File: config.mk
export PLATFORM = sky130hd
export DESIGN_NAME = prc_edge_cell
export DESIGN_NICKNAME = d
export VERILOG_FILES = /design/src/prc_pkg.sv /design/src/prc_edge_cell.sv
export SDC_FILE = /design/constraint.sdc
export NUM_CORES = 2
export LEC_CHECK = 0
export BUFFER_PORTS_ARGS = -buffer_cell sky130_fd_sc_hd__buf_2
export CELL_PAD_IN_SITES_DETAIL_PLACEMENT = 0
export CELL_PAD_IN_SITES_GLOBAL_PLACEMENT = 2
export CORE_MARGIN = 5
export CORE_UTILIZATION = 38
export DETAILED_ROUTE_END_ITERATION = 16
export GPL_TIMING_DRIVEN = 1
export PLACE_DENSITY = 0.84
export SYNTH_ARGS = -nofsm -noshare
export SYNTH_HDL_FRONTEND = slang
export SYNTH_SLANG_ARGS = --single-unit
File: constraint.sdc
create_clock -name i_clk -period 9.65 [get_ports i_clk]
set_clock_uncertainty 0.1 [all_clocks]
set_input_delay 0.4825 -clock i_clk [delete_from_list [all_inputs] [get_ports i_clk]]
set_output_delay 0.4825 -clock i_clk [all_outputs]
set_load 0.02 [all_outputs]
File: src/prc_pkg.sv
// Shared types and item codes of the polygon point test block.
package prc_pkg;

    localparam logic [1:0] KIND_CLEAR = 2'd0;
    localparam logic [1:0] KIND_ADD   = 2'd1;
    localparam logic [1:0] KIND_TEST  = 2'd2;

    typedef struct packed {
        logic [1:0]         kind;
        logic signed [15:0] coord_x;
        logic signed [15:0] coord_y;
        logic [11:0]        pixel_col;
        logic [11:0]        pixel_row;
    } t_in_item;

    typedef struct packed {
        logic               inside_res;
        logic signed [11:0] box_left;
        logic signed [11:0] box_top;
        logic [12:0]        box_width;
        logic [12:0]        box_height;
        logic [6:0]         vertex_count;
        logic               overflow;
    } t_out_item;

    typedef struct packed {
        logic signed [15:0] left_full;
        logic signed [15:0] top_full;
        logic signed [11:0] box_left;
        logic signed [11:0] box_top;
        logic [12:0]        box_width;
        logic [12:0]        box_height;
    } t_box_info;

    typedef struct packed {
        logic adv;
        logic active;
        logic wr_vtx;
        logic wr_prev;
    } t_cell_ctrl;

endpackage

File: src/prc_edge_cell.sv
// One polygon edge cell: holds an edge and toggles the passing point's parity.
module prc_edge_cell import prc_pkg::*; #(
    parameter int PT_W = 22
) (
    input  logic                   i_clk,
    input  logic                   i_rst_n,
    input  t_cell_ctrl             i_ctrl,
    input  logic signed [15:0]     i_vtx_x,
    input  logic signed [15:0]     i_vtx_y,
    input  logic signed [15:0]     i_prev_x,
    input  logic signed [15:0]     i_prev_y,
    input  logic                   i_tok_valid,
    input  logic signed [PT_W-1:0] i_tok_px,
    input  logic signed [PT_W-1:0] i_tok_py,
    input  logic                   i_tok_parity,
    output logic                   o_tok_valid,
    output logic signed [PT_W-1:0] o_tok_px,
    output logic signed [PT_W-1:0] o_tok_py,
    output logic                   o_tok_parity
);

    localparam int DW = PT_W + 1;

    // edge end points: i is this vertex, j the one before it
    logic signed [15:0] r_xi, r_yi, r_xj, r_yj;

    logic                   r_a_valid, r_a_parity, r_a_straddle, r_a_dpos;
    logic signed [PT_W-1:0] r_a_px, r_a_py;
    logic signed [2*DW-1:0] r_a_lhs, r_a_rhs;

    logic                   r_b_valid, r_b_parity;
    logic signed [PT_W-1:0] r_b_px, r_b_py;

    logic signed [DW-1:0]   dx_p, dy_p, dx_j, dy_j;
    logic signed [2*DW-1:0] n_lhs, n_rhs;
    logic                   n_straddle, n_cross;

    assign dx_p  = DW'(i_tok_px) - DW'(r_xi);
    assign dy_p  = DW'(i_tok_py) - DW'(r_yi);
    assign dx_j  = DW'(r_xj) - DW'(r_xi);
    assign dy_j  = DW'(r_yj) - DW'(r_yi);
    assign n_lhs = dx_p * dy_j;
    assign n_rhs = dx_j * dy_p;

    assign n_straddle = i_ctrl.active && ((r_yi > i_tok_py) != (r_yj > i_tok_py));
    assign n_cross    = r_a_straddle &&
                        (r_a_dpos ? (r_a_lhs < r_a_rhs) : (r_a_lhs > r_a_rhs));

    always_ff @(posedge i_clk) begin
        if (i_ctrl.wr_vtx) begin
            r_xi <= i_vtx_x;
            r_yi <= i_vtx_y;
        end
        if (i_ctrl.wr_prev) begin
            r_xj <= i_prev_x;
            r_yj <= i_prev_y;
        end
    end

    always_ff @(posedge i_clk) begin
        if (!i_rst_n) begin
            r_a_valid <= 1'b0;
            r_b_valid <= 1'b0;
        end else if (i_ctrl.adv) begin
            r_a_valid <= i_tok_valid;
            r_b_valid <= r_a_valid;
        end
    end

    always_ff @(posedge i_clk) begin
        if (i_ctrl.adv) begin
            r_a_px       <= i_tok_px;
            r_a_py       <= i_tok_py;
            r_a_parity   <= i_tok_parity;
            r_a_straddle <= n_straddle;
            r_a_dpos     <= r_yj > r_yi;
            r_a_lhs      <= n_lhs;
            r_a_rhs      <= n_rhs;
            r_b_px       <= r_a_px;
            r_b_py       <= r_a_py;
            r_b_parity   <= r_a_parity ^ n_cross;
        end
    end

    assign o_tok_valid  = r_b_valid;
    assign o_tok_px     = r_b_px;
    assign o_tok_py     = r_b_py;
    assign o_tok_parity = r_b_parity;

endmodule

Word-level counts from Yosys, hierarchy flattened
Index checks and enable logic that the tools add are counted.
{ "word_totals": {"ff_bits": 250, "in_bits": 116} }
{ "classes": {"multipliers": 2, "order_cmp": 5, "mux": 1, "n_addsub": 4, "n_reduce_logical": 2, "bitwise_logic": 1, "n_eq_ne": 1} }
{ "ops": {"columns": ["operator", "count"], "rows": [
  ["46-bit greater-than comparator", 1],
  ["46-bit less-than comparator", 1],
  ["22-bit by 16-bit subtractor with 23-bit output", 2],
  ["16-bit by 22-bit greater-than comparator with 1-bit output", 2],
  ["17-bit by 23-bit multiplier with 40-bit output", 1],
  ["23-bit by 17-bit multiplier with 40-bit output", 1],
  ["16-bit by 16-bit subtractor with 17-bit output", 2],
  ["16-bit greater-than comparator", 1],
  ["1-bit logical AND", 2],
  ["1-bit 2-to-1 mux", 1],
  ["1-bit != test", 1],
  ["1-bit XOR", 1]
]} }

Depth between registers and ports, before layout
{ "logic_depth": {"depth_word": 4, "depth_mapped": 37, "depth_no_buf": 37} }

Worst setup path after synthesis
OpenSTA, ideal clock, no wires.
{ "synth_path": {"path_type": "input-to-reg", "from": "input port i_tok_px[0]", "to": "register r_a_lhs[44], data pin", "stages": 32, "path_buffers": 0, "setup_slack_ns": 0.371, "arrival_time_ns": 8.919, "required_time_ns": 9.290, "path_cell_list": "inv_1 -> ha_1 -> inv_1 -> fa_1 -> a21o_1 -> a21oi_1 -> o21ai_0 -> a31o_2 -> o41ai_1 -> o21bai_1 -> a21o_1 -> xnor2_1 -> nor2_1 -> fa_1 -> fa_1 -> fa_1 -> fa_1 -> fa_1 -> inv_1 -> fa_1 -> inv_1 -> ha_1 -> a21o_1 -> a221oi_1 -> o21ai_0 -> a32o_1 -> and2_1 -> or4_1 -> a211oi_1 -> o21bai_1 -> a21oi_1 -> xnor2_1"} }
{ "synth_via": {"elab_chain_len": 2} }
{ "synth_rtl": {"columns": ["item", "line_no", "text"], "rows": [
  ["start, declared", "prc_edge_cell.sv:13", "input logic signed [PT_W-1:0] i_tok_px,"],
  ["22-bit by 16-bit subtractor with 23-bit output", "prc_edge_cell.sv:38", "assign dx_p = DW'(i_tok_px) - DW'(r_xi);"],
  ["23-bit by 17-bit multiplier with 40-bit output", "prc_edge_cell.sv:42", "assign n_lhs = dx_p * dy_j;"],
  ["via n_lhs[39]", "prc_edge_cell.sv:35", "logic signed [2*DW-1:0] n_lhs, n_rhs;"],
  ["end signal, assigned", "prc_edge_cell.sv:77", "r_a_lhs <= n_lhs;"],
  ["end, declared", "prc_edge_cell.sv:29", "logic signed [2*DW-1:0] r_a_lhs, r_a_rhs;"]
]} }
The timed path passes the listed nets, and every way through them passes these cells.
A chain may end at the register's enable or synchronous reset.

Worst setup path in the final report
{ "layout_path": {"from": "register r_xi[6]", "to": "register r_a_lhs[44], data pin"} }
{ "layout_via": {"elab_chain_len": 2} }
{ "layout_rtl": {"columns": ["item", "line_no", "text"], "rows": [
  ["start, declared", "prc_edge_cell.sv:25", "logic signed [15:0] r_xi, r_yi, r_xj, r_yj;"],
  ["start signal, assigned", "prc_edge_cell.sv:51", "r_xi <= i_vtx_x;"],
  ["22-bit by 16-bit subtractor with 23-bit output", "prc_edge_cell.sv:38", null],
  ["23-bit by 17-bit multiplier with 40-bit output", "prc_edge_cell.sv:42", null],
  ["via n_lhs[39]", "prc_edge_cell.sv:35", null]
]} }
The timed path passes the listed nets, and every way through them passes these cells.

==> summary.txt <==
Synth
  – Synth Instances: 4071
  – Register area share after synthesis: 17.91%
  – Fraction of registers with async set/reset: 0%
  – Syn avg cell area: 9.777 sq um
  – Number of synthesized flops with an enable pin: 236
  – Cell variety after synth: 75
  – Synth top area cells: fa_1 (39%), edfxtp_1 (18%), ha_1 (10%)
  – Cell accounting for the most synthesized area: fa_1
  – Cell area after synthesis: 39800 sq um
  – Synth Flop Type: edfxtp_1
  – Share of the synthesized area in the top cell type: 39.03%
  – YS warnings: 0
  – Syn nets: 5296
  – #FFs+latches synth: 238

Layout
  – Multi-input logic area: 28990 sq um
  – Commonest non-fill, non-tap cells in the layout: inv_1 (938), fa_1 (776), nand2_1 (499)
  – Register area: 7127 sq um
  – Final net count: 5663
  – Leading cell type in the layout, fill and taps excluded: inv_1
  – Fill cells: 10090
  – Area grow syn2layout: 13.95%
  – Share of cells above drive strength 1: 11.51%

Die
  – DIE WIDTH: 333.6 um
  – Chip Height: 333.6 um
  – Ports: 162
  – Die ar.: 111300 sq um
  – CORE AREA: 103800 sq um
  – FP Rows: 118
  – Initial core utilization: 38.35%

Worst setup path
  – Crit path required time: 9.84 ns
  – Most Frequent Cell on Critical Path: fa_1
  – Critical Path Max Stage Delay: 0.58 ns
  – Slowest library cell on the worst path: fa_1
  – CP Data Arrival Time: 9.55 ns
  – CP Capture Type: flop
  – R2R cell count: 35
  – Reg-to-reg slack, setup: 0.30 ns
  – Setup Crit Path Kind: reg2reg
  – Max FO, Critical Path: 7
  – CP startpoint kind: flop

Global route
  – Met3 Usage GRT: 5.522%
  – GRT Util Overall: 21.00%
  – GR Util met2: 33.15%
  – Antenna violations before repair: 12
  – First-pass GRT wire length: 180900 um
  – Largest net degree at the start of global routing: 110
  – Vias in the first global route: 30750
  – Total gr overflow: 0
  – Grt peak-use layer: met2
  – Routing usage on met1: 29.77%

Timing
  – Final setup fails: 0
  – Post-layout min period: 9.353 ns
  – Slew Viols, Final: 0
  – Fmax: 106.9 MHz
  – Worst-Margin Slew: 1.167 ns
  – Worst relative slew slack: 21.94%
  – Setup TNS Final: 0 ns
  – Period utilisation layout: 96.93%
  – Hold Vio Cnt, Final: 0

Route
  – Drt drc: 0
  – Drt initial violations: 1925
  – Post-route ant nets: 0
  – Vias: 28940
  – Vias per Instance: 4.955
  – Avg WL per Cell: 19.85 um
  – Total Wirelength: 115900 um
  – Drt pass-1 iters: 5

Clock network
  – Total CTS buffers: 24
  – Clk sinks: 238
  – H-tree levels: 1
  – Clock Path Buffers: 3
  – Worst-Skew Late Latency: 0.55 ns
  – Root buffer cell: clkbuf_16
  – Reg clk slew, reported paths: 0.07 ns
  – TritonCTS clock tree: yes

Outcome
  – Status: complete, no violations

Min path
  – Tightest Hold Check Type: in2reg
  – Hold path depth: 1

Placement
  – Dpl hpwl: 98170 um
  – PortBufs: 161
  – Routability congestion estimate from global placement: 0.8816

Run
  – Max cap viols: 0
## synthesized netlist by cell type (all sizes together) (16+ instances only)
| master | number |
|---|---|
| and3 | 16 |
| o21a | 25 |
| xnor2 | 118 |
| o21ai | 72 |
| ha | 333 |
| nand3 | 20 |
| nor3 | 29 |
| or2 | 18 |
| a211oi | 19 |
| and2 | 30 |
| edfxtp | 236 |
| nor2 | 334 |
| nand2 | 499 |
| nor2b | 70 |
| fa | 776 |
| inv | 940 |
| clkbuf | 96 |
| a21o | 87 |
| xor2 | 50 |
| nand2b | 36 |
| a21oi | 103 |
## layout make-up
type                    instances  area share [%]
clock inverters                14          0.3365
repair buffers                440           7.001
well taps                    1380           3.807
clock buffers                  30           1.421
flip-flops and latches        238           15.71
multi-input cells            2793           63.91
diodes                          4         0.02207
inverters                     941           7.787
## through the flow
stage / hold slack [ns] / cell area (sq um) / std cells / util [%] / setup slack (ns)
finish: 0.02226 / 45360 / 5840 / 43.70 / 0.2967
global route: 0.001895 / 45350 / 5836 / 43.69 / -0.08271
CTS: 0.0002716 / 45120 / 5829 / 43.47 / 0.1161
detailed placement: 0.3052 / 44070 / 5760 / 42.46 / -0.05475
global placement: 0.3007 / 44070 / 5760 / 42.46 / -0.01316
floorplan: 0.3003 / 39800 / 4071 / - / 0.3706
## worst max-delay path: cells and delay by family (launching register included)
kind                     cells  cell delay [ns]
adder cells (fa/ha/maj)      8             3.53
AO/OA/AOI/OAI               12             2.59
AND/OR/NAND/NOR              6             1.48
buffers and inverters        7             0.80
flip-flops                   1             0.38
XOR/XNOR                     2             0.20
## sequential cells by signal, summed over array words and instances, names as in the netlist
register and count:
r_a_lhs 40, r_a_rhs 40, o_tok_px 22, o_tok_py 22, r_a_px 22, r_a_py 22, r_xi 16, r_xj 16
r_yi 16, r_yj 16, o_tok_parity 1, o_tok_valid 1, r_a_dpos 1, r_a_parity 1, r_a_straddle 1, r_a_valid 1
## per-layer routing
| metal | routed length, um | vias up | share of wire (%) |
|---|---|---|---|
| met5 | 113 | - | 0.097 |
| met4 | 2359 | 16 | 2.0 |
| met3 | 10240 | 147 | 8.8 |
| met2 | 52140 | 885 | 45 |
| met1 | 51080 | 14630 | 44 |
| li1 | - | 13260 | - |
## kinds of logic (layout without fill, tap and decap cells)
kind of cell	count (synthesis)	count (layout)	share of synthesized area, %
other	0	4	0
adder cells (fa/ha/maj)	1109	1109	49.50
multiplexers	5	5	0.1289
XOR/XNOR	168	168	3.697
flip-flops	238	238	17.91
buffers and inverters	1040	1425	9.848
AND/OR/NAND/NOR	1102	1102	12.05
AO/OA/AOI/OAI	409	409	6.878
## what timing repair did
item	CTS	global route
hold endpoints to repair	25	1
hold buffers	25	1
gates resized for setup	0	37
setup buffers	0	6
endpoints found under the setup margin	0	13
## worst paths after layout
| check | start | to |
|---|---|---|
| setup / recovery | r_xi[6]$_DFFE_PP_ | r_a_lhs[44]$_DFFE_PP_ |
| hold / removal | i_vtx_x[10] | r_xi[10]$_DFFE_PP_ |
| setup reg to reg | r_xi[6]$_DFFE_PP_ | r_a_lhs[44]$_DFFE_PP_ |
| hold reg to reg | r_a_px[19]$_DFFE_PP_ | o_tok_px[19]$_DFFE_PP_ |
Power is not shown: default switching activity piles up to over one toggle a cycle in this logic, so the estimate is an artifact.
