<file path="config.mk">
export PLATFORM = sky130hd
export DESIGN_NAME = prc_box
export DESIGN_NICKNAME = d
export VERILOG_FILES = /design/src/prc_pkg.sv /design/src/prc_box.sv
export SDC_FILE = /design/constraint.sdc
export NUM_CORES = 1
export LEC_CHECK = 0
export BUFFER_PORTS_ARGS = -buffer_cell sky130_fd_sc_hd__buf_2
export CAP_MARGIN = 20
export CORE_UTILIZATION = 49
export DETAILED_ROUTE_END_ITERATION = 8
export PLACE_DENSITY = 0.95
export SLEW_MARGIN = 20
export SYNTH_ARGS = -nofsm -noshare
export SYNTH_HDL_FRONTEND = slang
export SYNTH_SLANG_ARGS = --single-unit
export TNS_END_PERCENT = 50
</file>
<file path="constraint.sdc">
create_clock -name vclk -period 4.35
set_input_delay 0.2175 -clock vclk [all_inputs]
set_output_delay 0.2175 -clock vclk [all_outputs]
set_load 0.01 [all_outputs]
</file>
<file path="src/prc_pkg.sv">
// Shared types and item codes of the polygon point test block.
package prc_pkg;

    localparam logic [1:0] KIND_CLEAR = 2'd0;
    localparam logic [1:0] KIND_ADD   = 2'd1;
    localparam logic [1:0] KIND_TEST  = 2'd2;

    typedef struct packed {
        logic [1:0]         kind;
        logic signed [15:0] coord_x;
        logic signed [15:0] coord_y;
        logic [11:0]        pixel_col;
        logic [11:0]        pixel_row;
    } t_in_item;

    typedef struct packed {
        logic               inside_res;
        logic signed [11:0] box_left;
        logic signed [11:0] box_top;
        logic [12:0]        box_width;
        logic [12:0]        box_height;
        logic [6:0]         vertex_count;
        logic               overflow;
    } t_out_item;

    typedef struct packed {
        logic signed [15:0] left_full;
        logic signed [15:0] top_full;
        logic signed [11:0] box_left;
        logic signed [11:0] box_top;
        logic [12:0]        box_width;
        logic [12:0]        box_height;
    } t_box_info;

    typedef struct packed {
        logic adv;
        logic active;
        logic wr_vtx;
        logic wr_prev;
    } t_cell_ctrl;

endpackage

</file>
<file path="src/prc_box.sv">
// Bounding box in whole pixels from the fixed-point vertex extremes.
module prc_box import prc_pkg::*; #(
    parameter int FRACTION_BITS = 4
) (
    input  logic signed [15:0] i_min_x,
    input  logic signed [15:0] i_max_x,
    input  logic signed [15:0] i_min_y,
    input  logic signed [15:0] i_max_y,
    input  logic               i_nonempty,
    output t_box_info          o_box
);

    localparam logic signed [16:0] ROUND = 17'((1 << FRACTION_BITS) - 1);

    logic signed [15:0] floor_x, floor_y;
    logic signed [16:0] ceil_x, ceil_y;
    logic signed [17:0] width, height;

    assign floor_x = i_min_x >>> FRACTION_BITS;
    assign floor_y = i_min_y >>> FRACTION_BITS;
    assign ceil_x  = (17'(i_max_x) + ROUND) >>> FRACTION_BITS;
    assign ceil_y  = (17'(i_max_y) + ROUND) >>> FRACTION_BITS;
    assign width   = 18'(ceil_x) - 18'(floor_x) + 18'sd1;
    assign height  = 18'(ceil_y) - 18'(floor_y) + 18'sd1;

    always_comb begin
        o_box = '0;
        if (i_nonempty) begin
            o_box.left_full  = floor_x;
            o_box.top_full   = floor_y;
            o_box.box_left   = 12'(floor_x);
            o_box.box_top    = 12'(floor_y);
            o_box.box_width  = 13'(width);
            o_box.box_height = 13'(height);
        end
    end

endmodule

</file>
# ---- After elaboration in Yosys (flattened, before gate mapping)
# Cells that the tools add are included.
dict set report totals {
  ff_bits 0
  in_bits 65
  elab_cells 7
}
dict set report op_classes {
  addsub 6
  mux 1
}
# cell n
set op_table {}
lappend op_table {{82-bit two-way mux} 1}
lappend op_table {{16-bit by 5-bit adder with 17-bit output, second input constant} 2}
lappend op_table {{13-bit by 2-bit adder with 13-bit output, second input constant} 2}
lappend op_table {{13-bit by 12-bit subtractor with 13-bit output} 2}

# ---- Longest topological paths before layout
# Gate-level depths: netlist of the first run.
dict set report logic_depth {
  ltp_word 4
  mapped_depth 13
  mapped_depth_nobuf 13
}

# ---- Worst setup path before layout of the first run
# Ideal clock, no wire load.
dict set report synth_timing {
  kind {input -> output}
  from {in i_max_x[2]}
  to {out o_box[24] (netlist name)}
  t_arrival_ns 2.880
  t_required_ns 4.133
  slack_ns 1.253
  stages 13
  path_buffers 0
  path_cell_list {nor4_1 nor2b_1 and3_1 nand2_1 xnor2_1 ha_1 ha_1 o21a_1 o31ai_4 a21oi_2 or4_1 and3_1 nor3_2}
}
# element line_no
set synth_lines {}
lappend synth_lines {{from (decl)} prc_box.sv:6} ;# input logic signed [15:0] i_max_x,
lappend synth_lines {{to (decl)} prc_box.sv:10} ;# output t_box_info o_box

==> results of run 1 <==
through the flow:
step           worst slack, ns  util [%]
6_report                0.8182     62.95
5_1_grt                 0.6302     62.95
4_1_cts                 0.8167     62.95
3_5_place_dp            0.8217     62.95
3_3_place_gp            0.9233     62.95
2_1_floorplan            1.253         -
layout make-up:
| cell class | count | area (um2) |
|---|---|---|
| timing repair buffer | 140 | 703.2 |
| fill | 392 | 1635 |
| tap | 52 | 65.06 |
| inverter | 33 | 123.9 |
| multi-input combinational | 248 | 1887 |
where the power goes:
group,internal [mW],switching [mW],total (mW),leakage (nW)
logic,0.202,0.242,0.444,1.63
clock network,0,0,0,0
registers,0,0,0,0
cell families (layout without fill, tap and decap cells):
kind of cell               Yosys count  after routing  share of synthesized area (%)
and+or+nand+nor                    108            108                          23.49
buffers and inverters               70            173                          17.23
AOI/OAI and AO/OA                   56             56                          18.44
adders and majority gates           48             48                          27.00
xor gates and xnor gates            36             36                          13.83
worst max path at each step:
stage                     depth (start not counted)        from        end  slack [ns]
after floorplan                                  13  i_max_x[2]  o_box[24]        1.25
after global placement                           15  i_max_x[2]  o_box[24]        0.92
after detailed placement                         15  i_max_x[2]  o_box[24]        0.82
after CTS                                        15  i_max_x[2]  o_box[24]        0.82
after global routing                             15  i_max_x[2]  o_box[24]        0.63
final                                            15  i_max_x[2]  o_box[24]        0.82
layer usage:
layer	wire, um	GRT usage (%)	share of wire, %
met1	2193	23.98	42
met2	2738	40.60	52
met3	287	0.7215	5.5
met4	21	0.8889	0.40
met5	0	0	0
cell usage in the layout, fill, tap and decap left out, types with 4 or more instances in the layout:
master / netlist / final
sky130_fd_sc_hd__nand3_1: 7 / 7
sky130_fd_sc_hd__a211oi_1: 6 / 6
sky130_fd_sc_hd__inv_1: 32 / 32
sky130_fd_sc_hd__nor2_1: 43 / 43
sky130_fd_sc_hd__nor2b_1: 4 / 4
sky130_fd_sc_hd__xor2_1: 9 / 9
sky130_fd_sc_hd__o21ai_1: 5 / 5
sky130_fd_sc_hd__buf_2: 0 / 139
sky130_fd_sc_hd__a21o_1: 8 / 8
sky130_fd_sc_hd__o21a_1: 10 / 10
sky130_fd_sc_hd__a21oi_1: 7 / 7
sky130_fd_sc_hd__ha_1: 46 / 46
sky130_fd_sc_hd__and2_1: 6 / 6
sky130_fd_sc_hd__o21ai_0: 7 / 7
sky130_fd_sc_hd__nor3_1: 10 / 10
sky130_fd_sc_hd__xnor2_1: 27 / 27
sky130_fd_sc_hd__nand2_1: 16 / 16
sky130_fd_sc_hd__nand4_1: 6 / 6
synth_stat cells, drive strengths merged:
master	instances	area share (%)
or4	2	0.71
a21o	8	2.6
clkinv	1	0.16
nor2b	5	1.7
o41ai	1	0.71
xnor2	27	10
o21bai	3	0.99
o31a	1	0.38
o21ai	12	2.6
o31ai	1	0.93
nand2	16	2.6
nand3	7	1.5
and3	4	1.3
xor2	9	3.5
o22ai	2	0.55
a31oi	1	0.93
nor3	11	2.6
inv	32	5.3
and4	3	1.2
nor2	43	7.1
a2111o	2	0.99
o21a	10	3.3
a211oi	6	2.0
and2	6	1.6
a21oi	8	1.9
clkbuf	5	1.3
nand4	6	1.6
fa	2	1.8
ha	46	25
nor4	2	0.55
o41a	1	0.49
nand2b	3	0.82
buf	32	11
critical path, stage by stage:
cell and delay [ns]:
sky130_fd_sc_hd__buf_2 0.11, sky130_fd_sc_hd__nor4_1 0.42, sky130_fd_sc_hd__nor2b_1 0.14, sky130_fd_sc_hd__and3_1 0.27, sky130_fd_sc_hd__nand2_1 0.10, sky130_fd_sc_hd__xnor2_1 0.12, sky130_fd_sc_hd__ha_1 0.26, sky130_fd_sc_hd__ha_1 0.34
sky130_fd_sc_hd__o21a_1 0.23, sky130_fd_sc_hd__o31ai_4 0.08, sky130_fd_sc_hd__a21oi_2 0.11, sky130_fd_sc_hd__or4_1 0.42, sky130_fd_sc_hd__and3_1 0.19, sky130_fd_sc_hd__nor3_2 0.15, sky130_fd_sc_hd__buf_2 0.15
==> impl_metrics.sql, run 1 <==
INSERT INTO impl_metrics (metric_group, metric, value, unit) VALUES
('clocking', 'count_of_hold_fix_buffers_inserted_at_cts', '0', ''),
('place', 'hpwl', '4648', 'um'),
('pwr', 'cellLeakagePower', '1.635', 'nW'),
('logic_synthesis', 'share_of_the_yosys_chip_area_belonging_to_registers', '0', '%'),
('drt', 'number_of_optimization_iterations_in_the_first_detailed_route_pass', '4', ''),
('pwr', 'pwr_density_cell', '159.8', 'nW/um2'),
('logic_synthesis', 'syn_avg_cell_area', '7.169', 'um2'),
('drt', 'drt-vias-per-instance', '5.171', ''),
('place', 'place_area', '2779', 'um2'),
('setup_path', 'arrival', '3.31', 'ns'),
('logic_synthesis', 'yosys_warnings', '0', ''),
('global_route', 'first_global_vias', '2137', ''),
('timing', 'layout_worst_path_cycle_share', '81.19', '%'),
('drt', 'route.detailed.drc', '0', ''),
('setup_path', 'timing.critical_path.required', '4.13', 'ns'),
('flow_run', 'drv_cap', '0', ''),
('cells_and_area', 'num_antenna_cells', '0', ''),
('cells_and_area', 'clock_tree_buffer_count_of_the_final_layout', '0', ''),
('timing', 'hold_viol_final', '0', ''),
('pwr', 'peakVddDrop', '0.08685', 'mV'),
('logic_synthesis', 'number_of_distinct_library_cell_variants_in_the_gate_level_netlist_after_synthesis', '41', ''),
('floorplanning', 'die_area', '4929', 'um2'),
('place', 'placement.io_buffers', '139', ''),
('setup_path', 'cp_max_fo', '5', ''),
('timing', 'timing.final.crit_period', '3.532', 'ns'),
('worst_hold_path', 'min_path_type', 'input pin to output port', ''),
('cells_and_area', 'post_route_cells_drive_above_1_share', '35.39', '%'),
('place', 'gpl.final_weighted_congestion', '0.8594', ''),
('drt', 'vias', '2446', ''),
('global_route', 'number_of_antenna_violations_at_the_first_check_in_global_routing', '0', ''),
('clocking', 'post_cts.repair.setup_buffers', '0', ''),
('floorplanning', 'io-pin-count', '147', ''),
('floorplanning', 'overall_die_height', '70.21', 'um'),
('clocking', 'cts_repair_resize_count', '0', ''),
('cells_and_area', 'design.final.nets', '536', ''),
('drt', 'drt_wl_total', '5240', 'um'),
('worst_hold_path', 'min_delay_path_depth', '4', ''),
('floorplanning', 'floorplan.initialDensity', '51.64', '%'),
('timing', 'max_slew.worst_pin.slew', '0.6197', 'ns'),
('drt', 'detailedRoute.firstIterationViolations', '86', ''),
('timing', 'rsz0062_at_grt', 'false', ''),
('pwr', 'power', '0.4440', 'mW'),
('place', 'place_inst', '473', ''),
('timing', 'finalSetupViolCount', '0', ''),
('logic_synthesis', 'synth_nets', '431', ''),
('global_route', 'grt_use_total', '20.02', '%'),
('logic_synthesis', 'syn_inst', '318', ''),
('worst_hold_path', 'worst_hold_path.endpoint', 'o_box[32]', ''),
('floorplanning', 'fp.dieW', '70.21', 'um'),
('cells_and_area', 'design.seq.count', '0', ''),
('floorplanning', 'core', '4414', 'um2'),
('floorplanning', 'rows', '24', ''),
('setup_path', 'endpoint_kind', 'output port', ''),
('drt', 'wire_per_inst', '11.08', 'um'),
('cells_and_area', 'layout.cell_area.non_filler', '2779', 'um2'),
('worst_hold_path', 'hold_start', 'i_min_y[10]', ''),
('global_route', 'global_route_wire_length_before_repair', '8521', 'um'),
('setup_path', 'worst-setup-path-type', 'input pin to output port', ''),
('logic_synthesis', 'synth.cell_area', '2280', 'um2'),
('global_route', 'maximum_number_of_pins_on_one_net_before_global_route_repair', '24', ''),
('outcome', 'outcome', 'completed', ''),
('cells_and_area', 'area.sequential', '0', 'um2'),
('global_route', 'global_route.overflow_total', '0', ''),
('cells_and_area', 'layoutNonFillerInstCount', '473', ''),
('timing', 'finalHoldWorstSlack', '0.7636', 'ns'),
('timing', 'achievable-frequency', '283.1', 'MHz'),
('cells_and_area', 'layout_area_growth_over_synthesis', '21.90', '%'),
('timing', 'slew-limit-headroom', '58.43', '%'),
('timing', 'drv_slew', '0', ''),
('setup_path', 'critical_path.startpoint_type', 'input pin', ''),
('timing', 'fin_tns_setup', '0', 'ns'),
('drt', 'detail-route-antenna-nets', '0', '');
Note: power is estimated with default switching activity, not from simulation.
==> inputs of run 2 (changes only) <==
Settings changed: CORE_UTILIZATION 49 to 45, PLACE_DENSITY 0.95 to 0.91.
Clock period 4.35 ns to 3.4 ns, I/O delays scaled along.
==> run 2 against run 1 <==
Compared with the run above: die area grew 8.6%; count of clock-buffer cells in the layout is the same; worst hold slack lost 0.097 ns; worst setup slack lost 0.65 ns; critical path type unchanged; flip-flop and latch count is the same; cell count grew 3.8%; first-iteration DRC count shrank 45%.
==> impl_metrics.sql, run 2 (same netlist as run 1, synthesis figures left out) <==
INSERT INTO impl_metrics (metric_group, metric, value, unit) VALUES
('pwr', 'peakVddDrop', '0.1351', 'mV'),
('cells_and_area', 'design.final.nets', '539', ''),
('setup_path', 'endpoint_kind', 'output port', ''),
('floorplanning', 'core', '4786', 'um2'),
('cells_and_area', 'area.sequential', '0', 'um2'),
('global_route', 'global_route.overflow_total', '0', ''),
('global_route', 'maximum_number_of_pins_on_one_net_before_global_route_repair', '27', ''),
('pwr', 'pwr_density_cell', '203.5', 'nW/um2'),
('worst_hold_path', 'min_path_type', 'input pin to output port', ''),
('timing', 'rsz0062_at_grt', 'false', ''),
('floorplanning', 'overall_die_height', '73.18', 'um'),
('setup_path', 'cp.buffers_inverters', '2', ''),
('cells_and_area', 'mostFrequentLayoutCell', 'sky130_fd_sc_hd__buf_2', ''),
('timing', 'layout_setup_ws', '0.1728', 'ns'),
('flow_run', 'drv_cap', '0', ''),
('place', 'placement.io_buffers', '139', ''),
('timing', 'fin_tns_setup', '0', 'ns'),
('cells_and_area', 'multi_input_area', '1928', 'um2'),
('drt', 'drt_wl_total', '5357', 'um'),
('global_route', 'global_route_wire_length_before_repair', '8197', 'um'),
('floorplanning', 'io-pin-count', '147', ''),
('timing', 'hold_viol_final', '0', ''),
('outcome', 'outcome', 'completed', ''),
('floorplanning', 'rows', '25', ''),
('setup_path', 'crit_slowest_cell', 'sky130_fd_sc_hd__or4_1', ''),
('clocking', 'count_of_hold_fix_buffers_inserted_at_cts', '0', ''),
('cells_and_area', 'layout_area_growth_over_synthesis', '25.52', '%'),
('global_route', 'first_global_vias', '2074', ''),
('timing', 'drv_slew', '0', ''),
('timing', 'max_slew.worst_pin.slew', '0.5242', 'ns'),
('drt', 'route.detailed.drc', '0', ''),
('timing', 'achievable-frequency', '309.9', 'MHz'),
('global_route', 'number_of_antenna_violations_at_the_first_check_in_global_routing', '0', ''),
('floorplanning', 'die_area', '5355', 'um2'),
('drt', 'detail-route-antenna-nets', '0', ''),
('setup_path', 'cp_max_fo', '5', ''),
('place', 'detailedPlace.worstSlack', '-0.0002545', 'ns'),
('floorplanning', 'floorplan.initialDensity', '47.63', '%'),
('setup_path', 'worst-setup-path-type', 'input pin to output port', ''),
('timing', 'layout_worst_path_cycle_share', '94.92', '%'),
('pwr', 'cellLeakagePower', '1.665', 'nW'),
('floorplanning', 'fp.dieW', '73.18', 'um'),
('timing', 'slew-limit-headroom', '64.84', '%'),
('place', 'gpl.final_weighted_congestion', '0.8054', ''),
('place', 'hpwl', '4728', 'um'),
('setup_path', 'critical_path.startpoint_type', 'input pin', ''),
('drt', 'detailedRoute.firstIterationViolations', '47', ''),
('pwr', 'power', '0.5824', 'mW'),
('drt', 'drt-vias-per-instance', '5.022', ''),
('cells_and_area', 'clock_tree_buffer_count_of_the_final_layout', '0', ''),
('cells_and_area', 'design.seq.count', '0', ''),
('timing', 'timing.final.crit_period', '3.227', 'ns'),
('cells_and_area', 'post_route_cells_drive_above_1_share', '37.03', '%'),
('setup_path', 'arrival', '3.06', 'ns'),
('global_route', 'grt_use_total', '18.50', '%'),
('setup_path', 'critical-path-max-stage-delay', '0.43', 'ns'),
('setup_path', 'critPathTopFamily', 'simple AND/OR/NAND/NOR gates', ''),
('cells_and_area', 'num_antenna_cells', '0', ''),
('timing', 'finalHoldWorstSlack', '0.6668', 'ns'),
('drt', 'vias', '2466', ''),
('setup_path', 'timing.critical_path.required', '3.23', 'ns'),
('drt', 'wire_per_inst', '10.91', 'um'),
('timing', 'finalSetupViolCount', '0', ''),
('cells_and_area', 'layout_common_cells', 'sky130_fd_sc_hd__buf_2 (139), sky130_fd_sc_hd__ha_1 (45), sky130_fd_sc_hd__nor2_1 (43), sky130_fd_sc_hd__inv_1 (32), sky130_fd_sc_hd__xnor2_1 (27)', ''),
('setup_path', 'timing.critical_path.cells', 'buf_2, nor4_4, nor2b_1, and3_2, nand3_1, xnor2_1, ha_1, ha_1, o21a_1, o31ai_4, a21oi_2, or4_1, and3_1, nor3_2, buf_2', ''),
('cells_and_area', 'fill_cells', '448', ''),
('drt', 'number_of_optimization_iterations_in_the_first_detailed_route_pass', '4', '');
-- run 2: changes by cell type in the layout (fill, tap and decap cells not counted) --
| cell | previous run | this run |
|---|---|---|
| sky130_fd_sc_hd__buf_4 | 1 | 4 |
| sky130_fd_sc_hd__o22ai_1 | 2 | 0 |
| sky130_fd_sc_hd__o22ai_2 | 0 | 2 |
| sky130_fd_sc_hd__and3_1 | 3 | 2 |
| sky130_fd_sc_hd__and3_2 | 0 | 1 |
| sky130_fd_sc_hd__ha_1 | 46 | 45 |
| sky130_fd_sc_hd__ha_4 | 0 | 1 |
| sky130_fd_sc_hd__nor4_1 | 2 | 1 |
| sky130_fd_sc_hd__nor4_4 | 0 | 1 |
-- run 2: layout make-up --
cell class / instances / share of cell area (%)
Inverter: 33 / 4.329
Multi-Input combinational cell: 248 / 67.38
Tap cell: 67 / 2.930
Timing Repair Buffer: 143 / 25.36
-- run 2: metal layers --
metal  share of wire (%)  vias to the layer above  global-route usage [%]
met5                   0                        -                       0
met4                0.60                        0                   1.307
met3                 6.7                        4                   1.657
met2                  51                       92                   36.63
met1                  42                     1095                   22.05
li1                    -                     1275                       -
-- run 2: path summary, 6_finish.rpt --
path	from	to	slack, ns	cells past startpoint
worst min-delay path	i_min_y[12]	o_box[58]	0.67	4
worst max-delay path	i_max_x[2]	o_box[24]	0.17	15
-- run 2: tightest hold or removal path: cells and delay by family --
family | cells | cell delay [ns]
simple gates | 1 | 0.05
buf+inv | 3 | 0.28
-- run 2: power by group --
group          internal, mW  switching [mW]  total, mW
Sequential                0               0          0
Combinational         0.267           0.315      0.582
Clock                     0               0          0
Total                 0.267           0.315      0.582
-- run 2: stage by stage --
step                      std cells  utilization, %  area, um2
after floorplan                 318               -       2280
after global placement          491           58.93       2820
after detailed placement        491           58.93       2820
after CTS                       491           59.06       2826
after global routing            491           59.79       2861
final                           491           59.79       2861
-- run 2: timing repair --
action	in CTS	in global routing
setup endpoints to repair	1	5
setup buffers	0	0
pin swaps	0	0
resized for setup	1	5
